--- src/design/urm_pkg.sv ---
// ----------------------------------------------------------------------------
// urm_pkg: shared types and constants for the ultrasonic range meter
// Phase codes, register indexes, channel payloads and reset values.
// ----------------------------------------------------------------------------
package urm_pkg;

  // Default echo counter width
  localparam int COUNT_WIDTH = 16;

  // Register reset values
  localparam logic [7:0]  HALF_PERIOD_RESET = 8'd12;
  localparam logic [7:0]  PULSE_TOTAL_RESET = 8'd8;
  // 0.17 mm/us times the tick period in us, in Q0.16
  localparam logic [15:0] SCALE_RESET       = 16'd12089;

  // Reciprocal of 1000 in Q0.24, rounded down (quotient low by at most one)
  localparam logic [14:0] DIV1000_MUL = 15'd16777;

  // Measurement phase
  typedef enum logic [1:0] {
    PH_IDLE  = 2'd0,
    PH_BURST = 2'd1,
    PH_ECHO  = 2'd2
  } phase_e;

  // Configuration register indexes
  typedef enum logic [1:0] {
    CFG_HALF_PERIOD = 2'd0,
    CFG_PULSE_TOTAL = 2'd1,
    CFG_TIMEOUT     = 2'd2,
    CFG_SCALE       = 2'd3
  } cfg_idx_e;

  // Input item: one timer tick
  typedef struct packed {
    logic command;
    logic rx_level;
  } in_t;

  // Result item
  typedef struct packed {
    logic        tx_level;
    logic        busy_res;
    logic        done_res;
    logic        timed_out;
    logic [15:0] distance_mm;
    logic [3:0]  digit_thousands;
    logic [3:0]  digit_hundreds;
    logic [3:0]  digit_tens;
    logic [3:0]  digit_ones;
  } out_t;

  // Per-tick status carried down the pipeline
  typedef struct packed {
    logic tx_level;
    logic busy;
    logic done;
    logic tmo;
  } flags_t;

  // Load strobes for the digit stages
  typedef struct packed {
    logic ld3;
    logic ld4;
  } pipe_ld_t;

endpackage

--- src/design/urm_if.sv ---
// ----------------------------------------------------------------------------
// urm_if: valid/ready channels of the ultrasonic range meter
// Tick input, result output and configuration write channels.
// ----------------------------------------------------------------------------

// Tick input channel
interface urm_in_if;
  logic         valid;
  logic         ready;
  urm_pkg::in_t data;

  modport source (output valid, output data, input ready);
  modport sink   (input valid, input data, output ready);
endinterface

// Result output channel
interface urm_out_if;
  logic          valid;
  logic          ready;
  urm_pkg::out_t data;

  modport source (output valid, output data, input ready);
  modport sink   (input valid, input data, output ready);
endinterface

// Configuration write channel
interface urm_cfg_if;
  logic        valid;
  logic        ready;
  logic [1:0]  index;
  logic [16:0] data;

  modport source (output valid, output index, output data, input ready);
  modport sink   (input valid, input index, input data, output ready);
endinterface

--- src/design/urm_digits.sv ---
// ----------------------------------------------------------------------------
// urm_digits: distance saturation and decimal digit split
// Two register stages: thousands by reciprocal multiply, then the low digits.
// ----------------------------------------------------------------------------
module urm_digits #(
  parameter int CountWidth = urm_pkg::COUNT_WIDTH
) (
  input  logic                  clk_i,
  input  urm_pkg::pipe_ld_t     ld_i,
  input  urm_pkg::flags_t       flags_i,
  input  logic [CountWidth+16:0] prod_i,
  output urm_pkg::out_t         result_o
);

  localparam int ProdW = CountWidth + 17;

  // Stage 3: saturate, split off the thousands
  logic [ProdW-1:0] prod_shift;
  logic [15:0]      dist_sat;
  logic [30:0]      k_mul;
  logic [6:0]       k_est;
  logic [16:0]      k_rem_raw;
  logic             k_fix;
  logic [6:0]       k_quo;
  logic [9:0]       k_rem;

  assign prod_shift = prod_i >> 16;
  assign dist_sat   = (prod_shift > ProdW'(16'hFFFF)) ? 16'hFFFF : prod_shift[15:0];
  assign k_mul      = 31'(dist_sat) * 31'(urm_pkg::DIV1000_MUL);
  assign k_est      = k_mul[30:24];
  assign k_rem_raw  = 17'(dist_sat) - 17'(k_est) * 17'(1000);
  // estimate may be one short
  assign k_fix      = (k_rem_raw >= 17'(1000));
  assign k_quo      = k_est + 7'(k_fix);
  assign k_rem      = k_fix ? 10'(k_rem_raw - 17'(1000)) : k_rem_raw[9:0];

  urm_pkg::flags_t flags3_q;
  logic [15:0]     dist3_q;
  logic [6:0]      kquo3_q;
  logic [9:0]      krem3_q;

  always_ff @(posedge clk_i) begin
    if (ld_i.ld3) begin
      flags3_q <= flags_i;
      dist3_q  <= dist_sat;
      kquo3_q  <= k_quo;
      krem3_q  <= k_rem;
    end
  end

  // Stage 4: hundreds, tens, ones; exact reciprocals for these ranges
  logic [15:0] h_mul;
  logic [3:0]  h_dig;
  logic [6:0]  r2;
  logic [14:0] t_mul;
  logic [3:0]  t_dig;
  logic [3:0]  o_dig;
  logic [14:0] kt_mul;
  logic [3:0]  kt;
  logic [3:0]  th_dig;

  assign h_mul  = 16'(krem3_q) * 16'(41);
  assign h_dig  = h_mul[15:12];
  assign r2     = 7'(krem3_q - 10'(h_dig) * 10'(100));
  assign t_mul  = 15'(r2) * 15'(205);
  assign t_dig  = t_mul[14:11];
  assign o_dig  = 4'(r2 - 7'(t_dig) * 7'(10));
  // thousands taken mod 10
  assign kt_mul = 15'(kquo3_q) * 15'(205);
  assign kt     = kt_mul[14:11];
  assign th_dig = 4'(kquo3_q - 7'(kt) * 7'(10));

  urm_pkg::out_t result_q;

  always_ff @(posedge clk_i) begin
    if (ld_i.ld4) begin
      result_q.tx_level        <= flags3_q.tx_level;
      result_q.busy_res        <= flags3_q.busy;
      result_q.done_res        <= flags3_q.done;
      result_q.timed_out       <= flags3_q.tmo;
      result_q.distance_mm     <= dist3_q;
      result_q.digit_thousands <= th_dig;
      result_q.digit_hundreds  <= h_dig;
      result_q.digit_tens      <= t_dig;
      result_q.digit_ones      <= o_dig;
    end
  end

  assign result_o = result_q;

endmodule

--- src/design/ultrasonic_range_meter.sv ---
// ----------------------------------------------------------------------------
// ultrasonic_range_meter: 40 kHz echo ranging controller, one tick per item
// Burst sequencer and echo timer, Q16 scaling and decimal digit pipeline.
// ----------------------------------------------------------------------------
// Each accepted tick's result passes stages 1 to 4 in turn to reach out_o.
// Throughput: one tick per cycle while out_o is ready; the sequencer state
// updates on acceptance and a four-stage elastic pipeline (status, multiply,
// thousands, digits) carries each result, so ticks enter until all four are full.
// Reset: asynchronous; phase idle, counters zero, transmit low, registers
// at their default values, pipeline empty.
module ultrasonic_range_meter #(
  parameter int CountWidth = urm_pkg::COUNT_WIDTH
) (
  input  logic      clk_i,
  input  logic      rst_ni,
  urm_cfg_if.sink   cfg_i,
  urm_in_if.sink    in_i,
  urm_out_if.source out_o
);

  localparam int CntW   = CountWidth + 1;
  localparam int LimitW = (CntW > 17) ? CntW : 17;
  localparam logic [16:0] TimeoutReset = 17'(33'(1) << CountWidth);

  // Configuration registers
  logic [7:0]  half_period_q;
  logic [7:0]  pulse_total_q;
  logic [16:0] timeout_q;
  logic [15:0] scale_q;

  assign cfg_i.ready = 1'b1;

  always_ff @(posedge clk_i or negedge rst_ni) begin
    if (!rst_ni) begin
      half_period_q <= urm_pkg::HALF_PERIOD_RESET;
      pulse_total_q <= urm_pkg::PULSE_TOTAL_RESET;
      timeout_q     <= TimeoutReset;
      scale_q       <= urm_pkg::SCALE_RESET;
    end else if (cfg_i.valid) begin
      unique case (cfg_i.index)
        urm_pkg::CFG_HALF_PERIOD: half_period_q <= cfg_i.data[7:0];
        urm_pkg::CFG_PULSE_TOTAL: pulse_total_q <= cfg_i.data[7:0];
        urm_pkg::CFG_TIMEOUT:     timeout_q     <= cfg_i.data;
        urm_pkg::CFG_SCALE:       scale_q       <= cfg_i.data[15:0];
        default: ;
      endcase
    end
  end

  // Pipeline handshake: each stage frees when empty or when it moves on
  logic v1_q, v2_q, v3_q, v4_q;
  logic free1, free2, free3, free4;
  logic move2, move3, move4;
  logic in_fire;

  always_comb begin
    free4 = !v4_q || out_o.ready;
    move4 = v3_q && free4;
    free3 = !v3_q || move4;
    move3 = v2_q && free3;
    free2 = !v2_q || move3;
    move2 = v1_q && free2;
    free1 = !v1_q || move2;
  end

  assign in_i.ready = free1;
  assign in_fire    = in_i.valid && free1;

  always_ff @(posedge clk_i or negedge rst_ni) begin
    if (!rst_ni) begin
      v1_q <= 1'b0;
      v2_q <= 1'b0;
      v3_q <= 1'b0;
      v4_q <= 1'b0;
    end else begin
      v1_q <= in_fire || (v1_q && !move2);
      v2_q <= move2   || (v2_q && !move3);
      v3_q <= move3   || (v3_q && !move4);
      v4_q <= move4   || (v4_q && !(v4_q && out_o.ready));
    end
  end

  // Effective register values
  logic [7:0]        eff_half;
  logic [7:0]        eff_pulses;
  logic [LimitW-1:0] tmo_eff;
  logic [LimitW-1:0] cap;
  logic [LimitW-1:0] limit;

  assign eff_half   = (half_period_q == 8'd0) ? 8'd1 : half_period_q;
  assign eff_pulses = (pulse_total_q == 8'd0) ? 8'd1 : pulse_total_q;
  assign tmo_eff    = (timeout_q == 17'd0) ? LimitW'(1) : LimitW'(timeout_q);
  assign cap        = LimitW'(1) << CountWidth;
  assign limit      = (tmo_eff > cap) ? cap : tmo_eff;

  // Sequencer state
  urm_pkg::phase_e phase_q, phase_d;
  logic [7:0]      pulses_q, pulses_d;
  logic [7:0]      half_q, half_d;
  logic [CntW-1:0] echo_q, echo_d;
  logic            tx_q, tx_d;

  logic [CntW-1:0] echo_inc;
  logic            at_limit;
  logic [7:0]      pulses_dec;

  assign echo_inc   = echo_q + CntW'(1);
  assign at_limit   = (LimitW'(echo_inc) >= limit);
  assign pulses_dec = pulses_q - 8'd1;

  // Next state
  always_comb begin
    phase_d  = phase_q;
    pulses_d = pulses_q;
    half_d   = half_q;
    echo_d   = echo_q;
    tx_d     = tx_q;
    unique case (phase_q)
      urm_pkg::PH_IDLE: begin
        if (in_i.data.command) begin
          pulses_d = eff_pulses;
          tx_d     = 1'b1;
          half_d   = eff_half - 8'd1;
          phase_d  = urm_pkg::PH_BURST;
        end
      end
      urm_pkg::PH_BURST: begin
        if (half_q != 8'd0) begin
          half_d = half_q - 8'd1;
        end else if (tx_q) begin
          tx_d   = 1'b0;
          half_d = eff_half - 8'd1;
        end else begin
          pulses_d = pulses_dec;
          if (pulses_dec == 8'd0) begin
            phase_d = urm_pkg::PH_ECHO;
            echo_d  = '0;
          end else begin
            tx_d   = 1'b1;
            half_d = eff_half - 8'd1;
          end
        end
      end
      urm_pkg::PH_ECHO: begin
        tx_d = 1'b0;
        if (!in_i.data.rx_level) begin
          phase_d = urm_pkg::PH_IDLE;
        end else begin
          echo_d = echo_inc;
          if (at_limit) begin
            phase_d = urm_pkg::PH_IDLE;
          end
        end
      end
      default: begin
        phase_d = urm_pkg::PH_IDLE;
        tx_d    = 1'b0;
      end
    endcase
  end

  // Per-tick outputs of the sequencer
  logic done_c, tmo_c;

  always_comb begin
    done_c = 1'b0;
    tmo_c  = 1'b0;
    unique case (phase_q)
      urm_pkg::PH_ECHO: begin
        done_c = !in_i.data.rx_level || at_limit;
        tmo_c  = in_i.data.rx_level && at_limit;
      end
      default: ;
    endcase
  end

  always_ff @(posedge clk_i or negedge rst_ni) begin
    if (!rst_ni) begin
      phase_q  <= urm_pkg::PH_IDLE;
      pulses_q <= '0;
      half_q   <= '0;
      echo_q   <= '0;
      tx_q     <= 1'b0;
    end else if (in_fire) begin
      phase_q  <= phase_d;
      pulses_q <= pulses_d;
      half_q   <= half_d;
      echo_q   <= echo_d;
      tx_q     <= tx_d;
    end
  end

  // Stage 1: status and the count to scale (zero unless a real echo)
  urm_pkg::flags_t s1_flags_q;
  logic [CntW-1:0] s1_count_q;

  always_ff @(posedge clk_i) begin
    if (in_fire) begin
      s1_flags_q.tx_level <= tx_d;
      s1_flags_q.busy     <= (phase_d != urm_pkg::PH_IDLE);
      s1_flags_q.done     <= done_c;
      s1_flags_q.tmo      <= tmo_c;
      s1_count_q          <= (done_c && !tmo_c) ? echo_q : '0;
    end
  end

  // Stage 2: Q16 scale multiply
  urm_pkg::flags_t       s2_flags_q;
  logic [CountWidth+16:0] s2_prod_q;

  always_ff @(posedge clk_i) begin
    if (move2) begin
      s2_flags_q <= s1_flags_q;
      s2_prod_q  <= (CountWidth+17)'(s1_count_q) * (CountWidth+17)'(scale_q);
    end
  end

  // Stages 3 and 4: digits
  urm_pkg::pipe_ld_t ld;

  assign ld.ld3 = move3;
  assign ld.ld4 = move4;

  urm_digits #(
    .CountWidth (CountWidth)
  ) u_digits (
    .clk_i    (clk_i),
    .ld_i     (ld),
    .flags_i  (s2_flags_q),
    .prod_i   (s2_prod_q),
    .result_o (out_o.data)
  );

  assign out_o.valid = v4_q;

  // Checks
  a_echo_done: assert property (@(posedge clk_i) disable iff (!rst_ni)
    in_fire && (phase_q == urm_pkg::PH_ECHO) && !in_i.data.rx_level
    |=> v1_q && s1_flags_q.done && !s1_flags_q.tmo)
    else $error("echo fall did not finish a measurement");

  a_echo_tx_low: assert property (@(posedge clk_i) disable iff (!rst_ni)
    (phase_q == urm_pkg::PH_ECHO) |-> !tx_q)
    else $error("transmit high during echo timing");

  a_digit_range: assert property (@(posedge clk_i) disable iff (!rst_ni)
    out_o.valid |-> (out_o.data.digit_thousands <= 4'd9) &&
                    (out_o.data.digit_hundreds <= 4'd9) &&
                    (out_o.data.digit_tens <= 4'd9) &&
                    (out_o.data.digit_ones <= 4'd9))
    else $error("decimal digit out of range");

endmodule

--- src/flat_wrapper.sv ---
// flat-port wrapper written by rule: the top's interface ports become plain ports
module ultrasonic_range_meter_flat 
#(
  parameter int CountWidth = urm_pkg::COUNT_WIDTH
)
  (clk_i, rst_ni, cfg_i_valid, cfg_i_index, cfg_i_data, cfg_i_ready, in_i_valid, in_i_data, in_i_ready, out_o_valid, out_o_data, out_o_ready);
  urm_cfg_if cfg_i_i ();
  urm_in_if in_i_i ();
  urm_out_if out_o_i ();
  input  logic clk_i;
  input  logic rst_ni;
  input wire logic [$bits(cfg_i_i.valid)-1:0] cfg_i_valid;
  input wire logic [$bits(cfg_i_i.index)-1:0] cfg_i_index;
  input wire logic [$bits(cfg_i_i.data)-1:0] cfg_i_data;
  output wire logic [$bits(cfg_i_i.ready)-1:0] cfg_i_ready;
  input wire logic [$bits(in_i_i.valid)-1:0] in_i_valid;
  input wire logic [$bits(in_i_i.data)-1:0] in_i_data;
  output wire logic [$bits(in_i_i.ready)-1:0] in_i_ready;
  output wire logic [$bits(out_o_i.valid)-1:0] out_o_valid;
  output wire logic [$bits(out_o_i.data)-1:0] out_o_data;
  input wire logic [$bits(out_o_i.ready)-1:0] out_o_ready;
  assign cfg_i_i.valid = cfg_i_valid;
  assign cfg_i_i.index = cfg_i_index;
  assign cfg_i_i.data = cfg_i_data;
  assign cfg_i_ready = cfg_i_i.ready;
  assign in_i_i.valid = in_i_valid;
  assign in_i_i.data = in_i_data;
  assign in_i_ready = in_i_i.ready;
  assign out_o_valid = out_o_i.valid;
  assign out_o_data = out_o_i.data;
  assign out_o_i.ready = out_o_ready;
  ultrasonic_range_meter #(.CountWidth(CountWidth)) u_core (.clk_i(clk_i), .rst_ni(rst_ni), .cfg_i(cfg_i_i), .in_i(in_i_i), .out_o(out_o_i));
endmodule
--- config.mk ---
export PLATFORM = sky130hd
export DESIGN_NAME = ultrasonic_range_meter_flat
export DESIGN_NICKNAME = d
export VERILOG_FILES = /design/src/design/urm_pkg.sv /design/src/design/urm_if.sv /design/src/design/urm_digits.sv /design/src/design/ultrasonic_range_meter.sv /design/src/flat_wrapper.sv
export SDC_FILE = /design/constraint.sdc
export NUM_CORES = 1
export LEC_CHECK = 0
export BUFFER_PORTS_ARGS = -buffer_cell sky130_fd_sc_hd__buf_4
export CAP_MARGIN = 20
export CORE_ASPECT_RATIO = 0.75
export CORE_MARGIN = 2
export CORE_UTILIZATION = 56
export CTS_BUF_LIST = sky130_fd_sc_hd__clkbuf_16
export DETAILED_ROUTE_END_ITERATION = 10
export GPL_TIMING_DRIVEN = 0
export PLACE_DENSITY = 0.76
export SLEW_MARGIN = 5
export SYNTH_ARGS = -nofsm -noshare
export SYNTH_HDL_FRONTEND = slang
export SYNTH_SLANG_ARGS = --single-unit
--- constraint.sdc ---
create_clock -name clk_i -period 11 [get_ports clk_i]
set_input_delay 1.65 -clock clk_i [delete_from_list [all_inputs] [get_ports clk_i]]
set_output_delay 1.65 -clock clk_i [all_outputs]
set_load 0.05 [all_outputs]
==> flow_summary.yaml, run 1 <==
run_status:
  outcome: "finished, final reports clean"
yosys:
  synthDominantAreaCellType: "sky130_fd_sc_hd__fa_1"
  yosys_warnings: 0
  combinational_family_with_the_most_area_after_synthesis: "adder cells"
  adder_cell_share_of_the_synthesized_area_pct: 43.72
  syn_std_cell_area_um2: 23940
  yosys-top-cells-area: "sky130_fd_sc_hd__fa_1, sky130_fd_sc_hd__ha_1, sky130_fd_sc_hd__edfxtp_1, sky130_fd_sc_hd__dfrtp_1, sky130_fd_sc_hd__inv_1"
  netlist.area_leader.share_pct: 23.08
  synth.net_count: 3073
  simple_gate_share_of_the_synthesized_area_pct: 12.74
  netlist-cell-type-count: 74
  synth_edf_count: 111
  fraction_of_synthesized_cell_area_in_xor_and_xnor_cells_pct: 3.433
  synth_compound_gate_area_share_pct: 6.631
  gate_count_post_synth: 2376
  muxShareOfSynthArea_pct: 2.519
  mean_cell_area_of_the_mapped_netlist_um2: 10.08
  yosys_register_bits: 200
  synth_sequential_area_ratio_pct: 23.29
  synth_async_sr_flop_share_pct: 44.50
  synth_ff_type: "sky130_fd_sc_hd__edfxtp_1"
sta:
  min_period_over_period_pct: 98.06
  timing_hold_violations_final: 0
  timing_worst_slew_pin_value_ns: 0.9911
  post-route-min-period_ns: 10.79
  report.final.slew_viol_count: 0
  fmaxAchievable_mhz: 92.71
  skew_ns: 0.01922
  final-setup-viol-count: 0
  worst_slack_ns: 0.2133
  maxSlewHeadroom_pct: 33.85
critical_path:
  maximum_single_stage_delay_on_the_critical_path_ns: 0.53
  critical_path_peak_fanout: 8
  critical_path_start_end_classification: "reg -> reg"
  slowest_stage: "sky130_fd_sc_hd__fa_1"
  reg2reg_path_depth: 47
  timing.critical_path.from_type: "flop"
  critPathMostFrequentCell: "sky130_fd_sc_hd__ha_1"
  cp.required_ns: 11.21
  critPathArrivalTime_ns: 11.00
  worst_setup_path_end_kind: "flop"
cts:
  root_buffer: "sky130_fd_sc_hd__clkbuf_16"
  post_cts_hold_buffer_count: 0
  cts_num_sinks: 200
  cts.htree.levels: 4
  source_to_sink_clock_delay_at_the_later_pin_of_the_worst_skew_pair_ns: 0.48
  clock_tree_from_tritoncts: "yes"
  ctsLongestPathBuffers: 2
  number_of_clock_buffers_inserted_by_tritoncts: 17
  clk_pin_slew_ns: 0.09
detailed_routing:
  route.detailed.vias_per_inst: 5.580
  route.detailed.drc: 0
  routedWlPerCell_um: 18.53
  initialDrtViolationCount: 1233
  totalWireLength_um: 57240
  drt-pass1-iter-count: 5
  route.layer.met1.wl_um: 24420
  maxUsedRoutingLayer: "met4"
  detailroute.wirelength.met2_um: 27630
  wl_met3_um: 3884
  num_vias: 17240
  ant_nets: 0
global_route:
  gr-total-overflow: 0
  grtUsageTotal_pct: 26.19
  wire_length_of_the_first_global_routing_pass_um: 91600
  grt_start_max_net_pins: 90
  grt_pass1_vias: 17940
  antenna_violations_before_repair: 1
layout:
  num-nets-final: 3204
  nFillCells: 3335
  layout.cells.most_common: "sky130_fd_sc_hd__inv_1"
  stdcell_count: 3089
  count_of_inserted_antenna_diode_cells: 0
  synthToLayoutAreaGrowth_pct: 11.50
  ff_latch_area_um2: 5577
  drive_above_1_share_pct: 12.50
  area_taken_by_multi_input_logic_gates_um2: 17060
  finish.utilization_pct: 63.37
  layout_common_cells: "sky130_fd_sc_hd__inv_1, sky130_fd_sc_hd__ha_1, sky130_fd_sc_hd__nand2_1"
  design_area_um2: 26700
die:
  initial_core_util_pct: 56.84
  placement_rows: 65
  die_w_um: 242.8
  design.die.area_um2: 44440
  die-height_um: 183.1
  io_pins: 65
  core-area_um2: 42130
placed_design:
  dpl.hpwl_um: 43820
  port_buffer_count: 63
  numPlacedInstances: 3010
  placedInstanceArea_um2: 25160
  preCtsSetupSlack_ns: -1.374
  gp_routability_congestion: 0.9455
min_path:
  worst_hold_path.num_cells: 0
  min-delay-path-class: "reg -> reg"
run:
  max_cap_violations: 0
[area by class of cell]
class	instances	area share, %
Tap cell	569	2.667
Clock buffer	17	1.593
Inverter	415	5.886
Clock inverter	15	0.6983
Multi-Input combinational cell	1697	63.90
Sequential cell	200	20.89
Timing Repair Buffer	112	3.342
Buffer	64	1.026
[metal layers]
| layer | global-route usage [%] | vias up |
|---|---|---|
| met1 | 35.14 | 8551 |
| met3 | 4.785 | 91 |
| met2 | 44.22 | 598 |
| met4 | 6.577 | 0 |
| met5 | 0 | - |
| li1 | - | 7997 |
[per-stage QoR]
stage / hold WS, ns / TNS, ns
3_5_place_dp: 0.4045 / -15.36
6_report: 0.4238 / 0
4_1_cts: 0.4235 / 0
3_3_place_gp: 0.4005 / -12.43
5_1_grt: 0.4313 / -0.7480
2_1_floorplan: 0.4003 / 0
[cell families after synthesis]
logic type | count (synthesis)
AO/OA/AOI/OAI | 249
XOR/XNOR | 93
adder cells (fa/ha/maj) | 671
buffers and inverters | 479
flip-flops | 200
multiplexers | 54
other | 1
AND/OR/NAND/NOR | 629
[flip-flops by register name, summed over array words and instances, names as in the netlist, 7 cells and up]
register                  flops
u_core.u_digits.dist3_q      16
u_core.timeout_q             17
u_core.s1_count_q            17
u_core.s2_prod_q             17
u_core.scale_q               16
u_core.pulses_q               8
u_core.pulse_total_q          8
u_core.half_period_q          8
u_core.echo_q                17
u_core.u_digits.krem3_q       7
u_core.half_q                 8
u_core.u_digits.kquo3_q       7
u_core.u_digits.result_o     35
[synthesized netlist by cell type, types with 3 or more instances]
cell / instances
sky130_fd_sc_hd__inv_1: 414
sky130_fd_sc_hd__ha_1: 395
sky130_fd_sc_hd__fa_1: 276
sky130_fd_sc_hd__nand2_1: 275
sky130_fd_sc_hd__and2_1: 119
sky130_fd_sc_hd__edfxtp_1: 111
sky130_fd_sc_hd__dfrtp_1: 76
sky130_fd_sc_hd__nor2_1: 76
sky130_fd_sc_hd__a21oi_1: 72
sky130_fd_sc_hd__o21ai_0: 69
sky130_fd_sc_hd__xnor2_1: 63
sky130_fd_sc_hd__clkbuf_1: 59
sky130_fd_sc_hd__mux2_2: 50
sky130_fd_sc_hd__nand3_1: 35
sky130_fd_sc_hd__xor2_1: 29
sky130_fd_sc_hd__a21o_1: 27
sky130_fd_sc_hd__nor3_1: 23
sky130_fd_sc_hd__nand2b_1: 16
sky130_fd_sc_hd__or2_2: 15
sky130_fd_sc_hd__dfstp_2: 13
sky130_fd_sc_hd__nand4_1: 12
sky130_fd_sc_hd__nor2b_1: 12
sky130_fd_sc_hd__nor4_1: 9
sky130_fd_sc_hd__o21bai_1: 9
sky130_fd_sc_hd__and3_1: 8
sky130_fd_sc_hd__o21a_1: 8
sky130_fd_sc_hd__or3_1: 8
sky130_fd_sc_hd__o22ai_1: 7
sky130_fd_sc_hd__a211oi_1: 6
sky130_fd_sc_hd__a31o_2: 5
sky130_fd_sc_hd__a31oi_1: 5
sky130_fd_sc_hd__and4_1: 5
sky130_fd_sc_hd__a211o_1: 4
sky130_fd_sc_hd__mux2i_1: 4
sky130_fd_sc_hd__nand3b_1: 4
sky130_fd_sc_hd__o211ai_1: 4
sky130_fd_sc_hd__a21boi_0: 3
sky130_fd_sc_hd__a221o_1: 3
sky130_fd_sc_hd__buf_4: 3
[final timing paths]
check                      slack (ns)                           end                       start
max in group asynchronous        9.29             u_core.scale_q[3]                      rst_ni
max                              0.21    u_core.u_digits.kquo3_q[5]        u_core.s2_prod_q[32]
min reg2reg                      0.42  u_core.u_digits.result_o[24]  u_core.u_digits.dist3_q[8]
min                              0.42  u_core.u_digits.result_o[24]  u_core.u_digits.dist3_q[8]
min in group asynchronous        1.04       u_core.half_period_q[5]                      rst_ni
max reg2reg                      0.21    u_core.u_digits.kquo3_q[5]        u_core.s2_prod_q[32]
[timing repair]
item	CTS	global route
pin swaps	28	42
gates cloned	0	1
gates resized for setup	44	51
buffers inserted	23	21
setup endpoints to repair	14	14
[critical path: cells and delay by family, from the launching register on]
kind            cells  cell delay [ns]
compound gates     11             2.03
xor+xnor            4             0.56
fa+ha+maj          14             4.80
buf+inv             8             0.83
flops               1             0.45
simple gates       10             1.82
Power of run 1 is left out: the tool's default activity adds up to more than one toggle a clock period on the data nets, which glitch-free logic cannot reach.
==> run 2, diff against run 1 <==
- PLACE_DENSITY: 0.76 -> 0.81
==> flow_summary.yaml, run 2 (synthesis gave the netlist of run 1 again) <==
run_status:
  outcome: "finished, final reports clean"
critical_path:
  critPathMostFrequentCell: "sky130_fd_sc_hd__ha_4"
  worst-r2r-setup-slack_ns: 0.23
  slowest_stage: "sky130_fd_sc_hd__fa_1"
  critical_path_start_end_classification: "reg -> reg"
  cp.required_ns: 11.21
  maximum_single_stage_delay_on_the_critical_path_ns: 0.57
  timing.critical_path.from_type: "flop"
  worst_setup_path_end_kind: "flop"
  critPathArrivalTime_ns: 10.98
  critical_path_peak_fanout: 10
global_route:
  grt_start_max_net_pins: 90
  wire_length_of_the_first_global_routing_pass_um: 90780
  antenna_violations_before_repair: 0
  grt_pass1_vias: 18000
  gr-total-overflow: 0
  grtUsageTotal_pct: 25.65
placed_design:
  dpl.hpwl_um: 43950
  port_buffer_count: 63
  gp_routability_congestion: 0.9454
  numPlacedInstances: 3010
die:
  io_pins: 65
  die-height_um: 183.1
  core-area_um2: 42130
  initial_core_util_pct: 56.84
  placement_rows: 65
  die_w_um: 242.8
  design.die.area_um2: 44440
cts:
  clk_pin_slew_ns: 0.08
  cts_num_sinks: 200
  root_buffer: "sky130_fd_sc_hd__clkbuf_16"
  clock_tree_from_tritoncts: "yes"
  ctsLongestPathBuffers: 2
  cts.htree.levels: 4
  number_of_clock_buffers_inserted_by_tritoncts: 17
  source_to_sink_clock_delay_at_the_later_pin_of_the_worst_skew_pair_ns: 0.48
layout:
  layout.cells.most_common: "sky130_fd_sc_hd__inv_1"
  largest_register_ff_count: 35
  finish.utilization_pct: 63.12
  synthToLayoutAreaGrowth_pct: 11.06
  nFillCells: 3280
  count_of_inserted_antenna_diode_cells: 0
  drive_above_1_share_pct: 12.10
  stdcell_count: 3082
  num-nets-final: 3197
  layout_common_cells: "sky130_fd_sc_hd__inv_1, sky130_fd_sc_hd__ha_1, sky130_fd_sc_hd__nand2_1, sky130_fd_sc_hd__fa_1, sky130_fd_sc_hd__and2_1"
sta:
  post-route-min-period_ns: 10.77
  skew_ns: 0.02401
  timing_worst_slew_pin_value_ns: 1.068
  final-setup-viol-count: 0
  fmaxAchievable_mhz: 92.85
  maxSlewHeadroom_pct: 28.78
  timing_hold_violations_final: 0
  report.final.slew_viol_count: 0
  final.setup.tns_ns: 0
  min_period_over_period_pct: 97.90
detailed_routing:
  totalWireLength_um: 55890
  route.detailed.drc: 0
  drt-pass1-iter-count: 6
  routedWlPerCell_um: 18.14
  num_vias: 17310
  initialDrtViolationCount: 1377
  route.detailed.vias_per_inst: 5.616
  ant_nets: 0
run:
  max_cap_violations: 0
min_path:
  min-delay-path-class: "reg -> reg"
-- run 2: cell types whose count changed in the layout (fill, tap and decap cells not counted), sizes merged --
cell and change:
clkinv +3, inv -5, bufinv +1, clkinvlp +1, buf -7
-- run 2: stage by stage --
step	worst slack (ns)	cell area [um^2]	hold WS, ns
floorplan	0.1664	23940	0.4003
global placement	-1.051	25130	0.4029
detailed placement	-1.297	25160	0.4045
CTS	0.006327	26010	0.4190
global route	-0.1089	26590	0.4248
finish	0.2305	26590	0.4199
-- run 2: repair_timing --
action                     CTS  global route
gates resized for setup     26            63
hold buffers                 0             0
pin swaps                   19            50
buffers inserted            17            22
setup endpoints to repair   14            14
-- run 2: cell type report --
class | count | area (um^2) | area share [%]
timing repair buffer | 105 | 818.3 | 3.077
sequential | 200 | 5577 | 20.97
clock buffer | 17 | 425.4 | 1.600
inverter | 415 | 1572 | 5.909
clock inverter | 15 | 178.9 | 0.6728
multi-input combinational | 1697 | 17040 | 64.06
tap | 569 | 711.9 | 2.677
buffer | 64 | 274.0 | 1.030
-- run 2: critical path, delay by kind of cell (launching register included) --
family	cells	cell delay [ns]
fa+ha+maj	14	4.78
simple gates	13	2.34
compound gates	9	1.63
buf+inv	7	0.68
xor+xnor	4	0.68
flops	1	0.38
-- run 2: path summary, 6_finish.rpt --
| path | start | end | cells after the start |
|---|---|---|---|
| worst max-delay path | u_core.s2_prod_q[32] | u_core.u_digits.kquo3_q[6] | 47 |
| worst min-delay path | u_core.s2_flags_q[0] | u_core.u_digits.flags3_q[0] | 0 |
| worst max register to register | u_core.s2_prod_q[32] | u_core.u_digits.kquo3_q[6] | 47 |
| worst min register to register | u_core.s2_flags_q[0] | u_core.u_digits.flags3_q[0] | 0 |
| max in group asynchronous | rst_ni | u_core.scale_q[0] | 2 |
| min in group asynchronous | rst_ni | u_core.half_period_q[5] | 1 |
-- run 2: metal layers --
layer | GRT usage, % | up-vias | wire length, um | share of wire (%)
li1 | - | 7978 | - | -
met5 | 0 | - | 0 | 0
met1 | 34.92 | 8551 | 23830 | 43
met3 | 4.507 | 123 | 4110 | 7.4
met2 | 42.53 | 656 | 26520 | 47
met4 | 7.117 | 0 | 1434 | 2.6
Power of run 2 is left out for the same reason.
==> run 3, diff against run 2 <==
- CTS_CLUSTER_DIAMETER: not set -> 120
- PLACE_DENSITY: 0.81 -> 0.8
- SYNTH_HIERARCHICAL: not set -> 1
==> flow_summary.yaml, run 3 <==
global_route:
  grt_pass1_vias: 19220
  antenna_violations_before_repair: 0
  grt_start_max_net_pins: 90
  grtUsageTotal_pct: 25.70
  wire_length_of_the_first_global_routing_pass_um: 97070
  gr-total-overflow: 0
layout:
  num-nets-final: 3333
  synthToLayoutAreaGrowth_pct: 11.18
  layout.cells.most_common: "sky130_fd_sc_hd__inv_1"
  finish.utilization_pct: 62.79
  count_of_inserted_antenna_diode_cells: 0
  largest_register_ff_count: 35
  drive_above_1_share_pct: 13.37
  nFillCells: 3444
  layout_common_cells: "sky130_fd_sc_hd__inv_1, sky130_fd_sc_hd__ha_1, sky130_fd_sc_hd__fa_1"
cts:
  clock_tree_from_tritoncts: "yes"
  ctsLongestPathBuffers: 2
  post_cts_hold_buffer_count: 0
  cts.htree.levels: 4
  number_of_clock_buffers_inserted_by_tritoncts: 17
  root_buffer: "sky130_fd_sc_hd__clkbuf_16"
  cts_num_sinks: 200
  clk_pin_slew_ns: 0.09
  source_to_sink_clock_delay_at_the_later_pin_of_the_worst_skew_pair_ns: 0.47
sta:
  min_period_over_period_pct: 98.60
  timing_hold_violations_final: 0
  report.final.slew_viol_count: 0
  timing_worst_slew_pin_value_ns: 1.125
  worst_slack_ns: 0.1537
  post-route-min-period_ns: 10.85
  final-setup-viol-count: 0
  skew_ns: 0.01877
  maxSlewHeadroom_pct: 24.34
  fmaxAchievable_mhz: 92.20
critical_path:
  reg2reg_path_depth: 46
  worst_setup_path_end_kind: "flop"
  critPathArrivalTime_ns: 11.06
  critical_path_start_end_classification: "reg -> reg"
  maximum_single_stage_delay_on_the_critical_path_ns: 0.55
  timing.critical_path.from_type: "flop"
  cp.required_ns: 11.21
  slowest_stage: "sky130_fd_sc_hd__fa_1"
  critical_path_peak_fanout: 10
placed_design:
  gp_routability_congestion: 0.9214
  port_buffer_count: 63
  preCtsSetupSlack_ns: -1.671
  dpl.hpwl_um: 46420
detailed_routing:
  routedWlPerCell_um: 18.42
  ant_nets: 0
  initialDrtViolationCount: 1330
  totalWireLength_um: 59540
  num_vias: 18390
  route.detailed.drc: 0
  route.detailed.vias_per_inst: 5.689
  drt-pass1-iter-count: 5
yosys:
  gate_count_post_synth: 2506
  yosys_warnings: 6
  synth.net_count: 3205
  syn_std_cell_area_um2: 25090
  mean_cell_area_of_the_mapped_netlist_um2: 10.01
die:
  die-height_um: 187.3
  die_w_um: 248.4
  io_pins: 65
  initial_core_util_pct: 56.47
  core-area_um2: 44430
  design.die.area_um2: 46530
  placement_rows: 67
min_path:
  min-delay-path-class: "reg -> reg"
  worst_hold_path.num_cells: 0
run_status:
  outcome: "finished, final reports clean"
run:
  max_cap_violations: 0
## run 3: final cells by class
type / count / area (um^2) / area share [%]
Multi-Input combinational cell: 1801 / 18130 / 64.98
Sequential cell: 200 / 5577 / 19.99
Inverter: 437 / 1653 / 5.925
Timing Repair Buffer: 112 / 868.3 / 3.113
Tap cell: 586 / 733.2 / 2.628
Clock buffer: 17 / 425.4 / 1.525
Buffer: 65 / 302.8 / 1.085
Clock inverter: 15 / 210.2 / 0.7535
## run 3: worst paths after layout
path / start / to / slack [ns]
worst max-delay path: u_core/s2_prod_q[32] / u_core/u_digits/kquo3_q[4] / 0.15
worst min-delay path: u_core/u_digits/dist3_q[7] / u_core/u_digits/result_o[23] / 0.42
worst max register to register: u_core/s2_prod_q[32] / u_core/u_digits/kquo3_q[4] / 0.15
worst min register to register: u_core/u_digits/dist3_q[7] / u_core/u_digits/result_o[23] / 0.42
max in group asynchronous: rst_ni / u_core/scale_q[11] / 9.09
min in group asynchronous: rst_ni / u_core/pulses_q[0] / 1.20
## run 3: layer usage
metal | routed length (um) | global-route usage, %
met4 | 1514 | 7.047
met3 | 3772 | 4.564
met1 | 25560 | 34.40
met2 | 28690 | 43.14
met5 | 0 | 0
## run 3: critical path: cells and delay by family, from the launching register on
kind            cells  cell delay (ns)
compound gates     13             2.47
flops               1             0.41
fa+ha+maj          14             4.99
simple gates        7             1.21
buf+inv             9             1.07
xor+xnor            3             0.41
## run 3: per-stage QoR
stage / instance area, um^2 / cells / TNS, ns / hold slack [ns]
global placement: 26300 / 3155 / -17.25 / 0.4009
global route: 27900 / 3233 / -1.573 / 0.4211
CTS: 27350 / 3208 / 0 / 0.4201
floorplan: 25100 / 2506 / 0 / 0.4003
finish: 27900 / 3233 / 0 / 0.4222
detailed placement: 26320 / 3156 / -20.22 / 0.4054
## run 3: repair_timing
action	CTS	global route
buffers inserted	22	23
pin swaps	18	48
endpoints found under the setup margin	14	14
resized for setup	48	55
gates cloned	0	1
Power of run 3 is left out for the same reason.
